`src/rtl/core/ntc_pkg.sv`:
```
// Shared types and constants of the NTC thermistor converter.
// Depends on nothing; every other file of the block but assert_macros.svh uses it.
package ntc_pkg;

	localparam int ADC_BITS_DEF  = 12;
	localparam int FRAC_BITS_DEF = 16;

	localparam int LOG_IN_W  = 20;
	localparam int LOG_INT_W = 5;
	localparam int MANT_BITS = 30;
	localparam int QUOT_W    = 16;

	localparam logic [29:0] LN2_Q30 = 30'd744261118;
	localparam int KELVIN_CENTI = 27315;
	localparam int TEMP_MAX     = 32767;
	localparam int TK_MAX       = 60082;

	localparam logic [1:0] CFG_SERIES  = 2'd0;
	localparam logic [1:0] CFG_NOMINAL = 2'd1;
	localparam logic [1:0] CFG_BETA    = 2'd2;
	localparam logic [1:0] CFG_T0      = 2'd3;

	localparam logic [19:0] SERIES_RST  = 20'd10000;
	localparam logic [19:0] NOMINAL_RST = 20'd10000;
	localparam logic [13:0] BETA_RST    = 14'd3950;
	localparam logic [14:0] T0_RST      = 15'd2500;

	localparam logic [1:0] ST_OK    = 2'd0;
	localparam logic [1:0] ST_FAULT = 2'd1;
	localparam logic [1:0] ST_RAIL  = 2'd2;
	localparam logic [1:0] ST_SAT   = 2'd3;

	typedef struct packed {
		logic [ADC_BITS_DEF-1:0] raw_sample;
		logic                    adc_fault;
	} in_t;

	typedef struct packed {
		logic signed [15:0] temperature_centi_c;
		logic [1:0]         status;
	} out_t;

endpackage

```
`src/rtl/core/ntc_divider.sv`:
```
// Pipelined restoring divider, one quotient bit per stage.
// Depends on ntc_pkg for the default quotient width.
module ntc_divider #(
	parameter int NUM_W = 54,
	parameter int DEN_W = 40,
	parameter int Q_W   = ntc_pkg::QUOT_W,
	parameter int TAG_W = 3
) (
	input  logic             clk,
	input  logic             arst_n,
	input  logic             en,
	input  logic             in_valid,
	input  logic [NUM_W-1:0] num,
	input  logic [DEN_W-1:0] den,
	input  logic [TAG_W-1:0] tag_in,
	output logic             out_valid,
	output logic [Q_W-1:0]   quot,
	output logic [TAG_W-1:0] tag_out
);

	localparam int CW = (DEN_W + Q_W > NUM_W) ? DEN_W + Q_W : NUM_W;

	logic [NUM_W-1:0] rem_s [Q_W];
	logic [DEN_W-1:0] den_s [Q_W];
	logic [Q_W-1:0]   q_s   [Q_W];
	logic [TAG_W-1:0] tag_s [Q_W];
	logic             v_s   [Q_W];

	for (genvar k = 0; k < Q_W; k++) begin : g_step
		logic [NUM_W-1:0] rem_c;
		logic [DEN_W-1:0] den_c;
		logic [Q_W-1:0]   q_c;
		logic [TAG_W-1:0] tag_c;
		logic             v_c;
		logic [CW-1:0]    dsh;
		logic             ge;

		if (k == 0) begin : g_first
			assign rem_c = num;
			assign den_c = den;
			assign q_c   = '0;
			assign tag_c = tag_in;
			assign v_c   = in_valid;
		end else begin : g_rest
			assign rem_c = rem_s[k-1];
			assign den_c = den_s[k-1];
			assign q_c   = q_s[k-1];
			assign tag_c = tag_s[k-1];
			assign v_c   = v_s[k-1];
		end

		assign dsh = CW'(den_c) << (Q_W - 1 - k);
		assign ge  = CW'(rem_c) >= dsh;

		always_ff @(posedge clk) begin
			if (en) begin
				rem_s[k] <= ge ? NUM_W'(CW'(rem_c) - dsh) : rem_c;
				den_s[k] <= den_c;
				q_s[k]   <= {q_c[Q_W-2:0], ge};
				tag_s[k] <= tag_c;
			end
		end

		always_ff @(posedge clk or negedge arst_n) begin
			if (!arst_n) begin
				v_s[k] <= 1'b0;
			end else if (en) begin
				v_s[k] <= v_c;
			end
		end
	end

	assign out_valid = v_s[Q_W-1];
	assign quot      = q_s[Q_W-1];
	assign tag_out   = tag_s[Q_W-1];

endmodule

```
`config.mk`:
```
export PLATFORM = sky130hd
export DESIGN_NAME = ntc_divider
export DESIGN_NICKNAME = d
export VERILOG_FILES = /design/src/rtl/core/ntc_pkg.sv /design/src/rtl/core/ntc_divider.sv
export SDC_FILE = /design/constraint.sdc
export NUM_CORES = 2
export LEC_CHECK = 0
export BUFFER_PORTS_ARGS = -buffer_cell sky130_fd_sc_hd__buf_4
export CAP_MARGIN = 20
export CORE_ASPECT_RATIO = 2
export CORE_MARGIN = 5
export CORE_UTILIZATION = 48
export DETAILED_ROUTE_END_ITERATION = 7
export GPL_ROUTABILITY_DRIVEN = 1
export PLACE_DENSITY_LB_ADDON = 0.2
export SETUP_SLACK_MARGIN = 0.05
export SLEW_MARGIN = 10
export SYNTH_ARGS = -nofsm -noshare
export SYNTH_HDL_FRONTEND = slang
export SYNTH_SLANG_ARGS = --single-unit
```
`constraint.sdc`:
```
create_clock -name clk -period 4.3 [get_ports clk]
set_clock_uncertainty 0.1 [all_clocks]
set_input_delay 0.43 -clock clk [delete_from_list [all_inputs] [get_ports clk]]
set_output_delay 0.43 -clock clk [all_outputs]
set_load 0.05 [all_outputs]
```
==> summary.txt <==
Synth
  – Yosys reg bits: 1610
  – Cell Area, Synth: 93200 µm²
  – Commonest cells in the netlist: edfxtp_1 (1594), inv_1 (829), a21oi_1 (772)
  – Synth top area share: 51.3%
  – Ys async rst share: 0.994%
  – Ys flop type: edfxtp_1
  – Cell variety after synth: 108
  – Syn. warnings: 0
  – Leading area contributor after synthesis: edfxtp_1
  – Syn_nets: 9530
  – Sequential-to-total area share from yosys stat: 51.8%
  – Count leader, synth: edfxtp_1
  – Post-Synthesis Cells: 8775
  – Avg Synthesized Cell Area: 10.6 µm²
  – Top cells by area, synth: edfxtp_1 (51%), ha_1 (8.6%), a21oi_1 (4.1%), o21ai_0 (3.7%), inv_1 (3.3%)
  – Number of synthesized flops with an enable pin: 1594

Timing
  – Fin. max-slew vios: 0
  – Worst setup margin: 0.0703 ns
  – Clock period minus worst slack: 4.23 ns
  – Fin crit share: 98.4%
  – Final hold violation count: 0
  – Fmax: 0.236 GHz
  – RSZ-0062 raised after global routing: true
  – TNS Setup: 0 ns
  – Final setup fails: 0
  – Worst-margin pin slew: 1.04 ns
  – Rel. slew slack: 30.2%

Place
  – Dpl hpwl: 213000 µm
  – Pre-CTS setup slack: -0.351 ns
  – Placer Congestion: 1.05
  – Port bufs: 120

Die
  – Ports: 121
  – Chip height: 633 µm
  – Starting Density: 48.3%
  – Core area: 193000 µm²
  – Row cnt: 228
  – Die ar.: 204000 µm²
  – Die Width: 322 µm

Finish
  – Fillcell total: 16300
  – Register area: 48300 µm²
  – Final Util: 56.0%
  – Area of the multi-input gates: 41200 µm²
  – Layout cells sized above 1: 13.2%
  – Synth-to-Final Area Change: 16.1%
  – Fin nets: 10300

GRT
  – First-pass GRT wire length: 396000 µm
  – Aggregate global routing overflow: 0
  – Vias in the first global route: 74000
  – Global Route Usage Sum: 25.3%
  – Largest net degree at the start of global routing: 198
  – Initial antenna violation count: 4

Clock tree
  – CTS Buf Count: 161
  – CTS HTree Levels: 4
  – Clock net sink count: 1610
  – CTS clk-pin slew, worst paths: 0.07 ns
  – Max clock buf depth: 4
  – TritonCTS clock tree: built
  – Root buf cell: clkbuf_16
  – Clk_lat worst skew: 0.83 ns

Job
  – Max-Cap Viols: 0

Detailed routing
  – Post-Route WL: 264000 µm
  – Via count: 69000
  – Initial DRC count: 3000
  – Post-DRT Antenna Nets: 0
  – Drt drc: 0
  – Total iterations of the first detailed-routing run: 5
  – WL/cell: 21.7 µm
  – Via-to-Cell Ratio: 5.66

Critical path
  – Critical path class: reg -> reg
  – Crit end category: flip-flop
  – CP max stage delay: 0.42 ns
  – CP startpoint kind: flip-flop
  – CP Data Arrival Time: 4.68 ns
  – Crit path required time: 4.75 ns
  – CP Max Fanout: 5
  – CP max-delay cell: a221o_2
  – Buffers & Inverters on Critical Path: 6
  – CP top delay family: compound AO/OA/AOI/OAI gates
  – Worst path cell trace: inv_1 > ha_2 > inv_2 > fa_2 > a21o_1 > a21oi_2 > buf_4 > o211ai_1 > o211ai_1 > o2111ai_2 > a31oi_2 > buf_4 > o21ai_2 > a221o_2 > buf_12 > clkbuf_16 > mux2_2

Worst hold path
  – Hold Crit Class: in -> reg

Pwr
  – Peak supply drop: 0.323 mV
  – Internal: 45600 µW
  – Clock network fraction of total power: 18.6%
  – Sw power: 28600 µW
  – Logic pwr share: 47.7%
  – Sw Ratio: 38.5%
  – Seq pwr share: 33.7%
  – Power Density: 685 nW/µm²
  – Static Leak: 0.0443 µW

Run status
  – Status: finished clean
registers in the layout, indices dropped and copies added, names as in the netlist:
signal and count:
tag_s 48, den_s 600, q_s 136, g_step.v_c 15
out_valid 1, rem_s 810
power groups by stage:
stage | clock network [µW] | registers, µW | logic [µW]
after floorplan | 0 | 24400 | 23000
after global routing | 14700 | 25300 | 38700
after global placement | 0 | 25200 | 34100
after detailed placement | 0 | 25300 | 34700
final | 13800 | 25000 | 35400
after CTS | 14100 | 24900 | 35000
final timing paths:
check	from	endpoint	slack, ns	depth (start not counted)
max	rem_s[0][14]$_DFFE_PP_	rem_s[0][79]$_DFFE_PP_	0.07	17
min	den[4]	den_s[0][4]$_DFFE_PP_	0.23	2
max reg2reg	rem_s[0][14]$_DFFE_PP_	rem_s[0][79]$_DFFE_PP_	0.07	17
min reg2reg	tag_s[1][1]$_DFFE_PP_	tag_s[1][4]$_DFFE_PP_	0.31	0
max in group asynchronous	arst_n	g_step[4].v_c$_DFFE_PN0P_	2.96	3
min in group asynchronous	arst_n	out_valid$_DFFE_PN0P_	0.66	3
timing repair:
item	4_1_cts	5_1_grt
endpoints found under the hold margin	170	0
setup buffers	0	16
pin swaps	6	25
resized for setup	20	79
hold buffers	101	0
endpoints found under the setup margin	90	245
gates cloned	0	5
logic make-up after synthesis:
group | after synthesis | synth area share [%]
fa+ha+maj | 654 | 8.90
xor+xnor | 622 | 5.84
mux | 107 | 1.29
buf+inv | 1125 | 4.60
simple gates | 2139 | 10.8
flops | 1610 | 51.8
compound gates | 2518 | 16.8
worst reg2reg max path: stages, from the launching register on:
cell       delay [ns]
edfxtp_1         0.39
inv_1            0.09
ha_2             0.20
inv_2            0.04
fa_2             0.34
a21o_1           0.18
a21oi_2          0.13
buf_4            0.13
o211ai_1         0.16
o211ai_1         0.39
o2111ai_2        0.23
a31oi_2          0.29
buf_4            0.18
o21ai_2          0.06
a221o_2          0.42
buf_12           0.17
clkbuf_16        0.17
mux2_2           0.27
per-stage QoR:
stage | hold slack, ns | total power (µW) | instance area (µm²) | instances
after floorplan | 0.0344 | 47400 | 93200 | 8775
after global placement | 0.199 | 59300 | 101000 | 11800
after detailed placement | 0.210 | 60000 | 101000 | 11800
after CTS | 0.149 | 74100 | 108000 | 12200
after global routing | 0.199 | 78700 | 108000 | 12200
final | 0.229 | 74100 | 108000 | 12200
layout make-up:
class	count	share of cell area (%)
multi-input combinational	6040	38.1
antenna	16	0.0370
clock buffer	194	3.95
tap	2530	2.92
inverter	832	2.89
sequential	1610	44.6
timing repair buffer	888	6.87
clock inverter	78	0.668
layout by cell type (no fill, tap or decap), types with 18 or more instances in the layout:
cell type,count
edfxtp_1,1594
inv_1,828
nand2_1,763
a21oi_1,763
buf_4,745
o21ai_0,681
ha_1,637
nor2_1,512
a21o_1,381
xnor2_1,329
xor2_1,293
clkbuf_16,172
nand4_1,145
nand3_1,145
mux2_2,102
nor3_1,101
dlygate4sd3_1,101
o21bai_1,93
nor2b_1,74
nand2b_1,73
a31oi_1,69
nor4_1,64
o21a_1,62
a211oi_1,62
and3_1,55
o211ai_1,50
o31ai_1,47
or3_1,37
buf_12,30
and2_1,28
clkbuf_1,27
clkinv_2,27
clkinv_1,25
o21ai_1,21
or2_2,18
a221oi_1,18
routing by layer:
metal	part of all wire [%]	wire [µm]	global-route usage (%)
met1	25	66400	16.5
met2	60	159000	55.4
met3	2.2	5750	2.13
met4	12	33000	24.5
met5	0	0	0
Power figures use the tool's default switching activity.
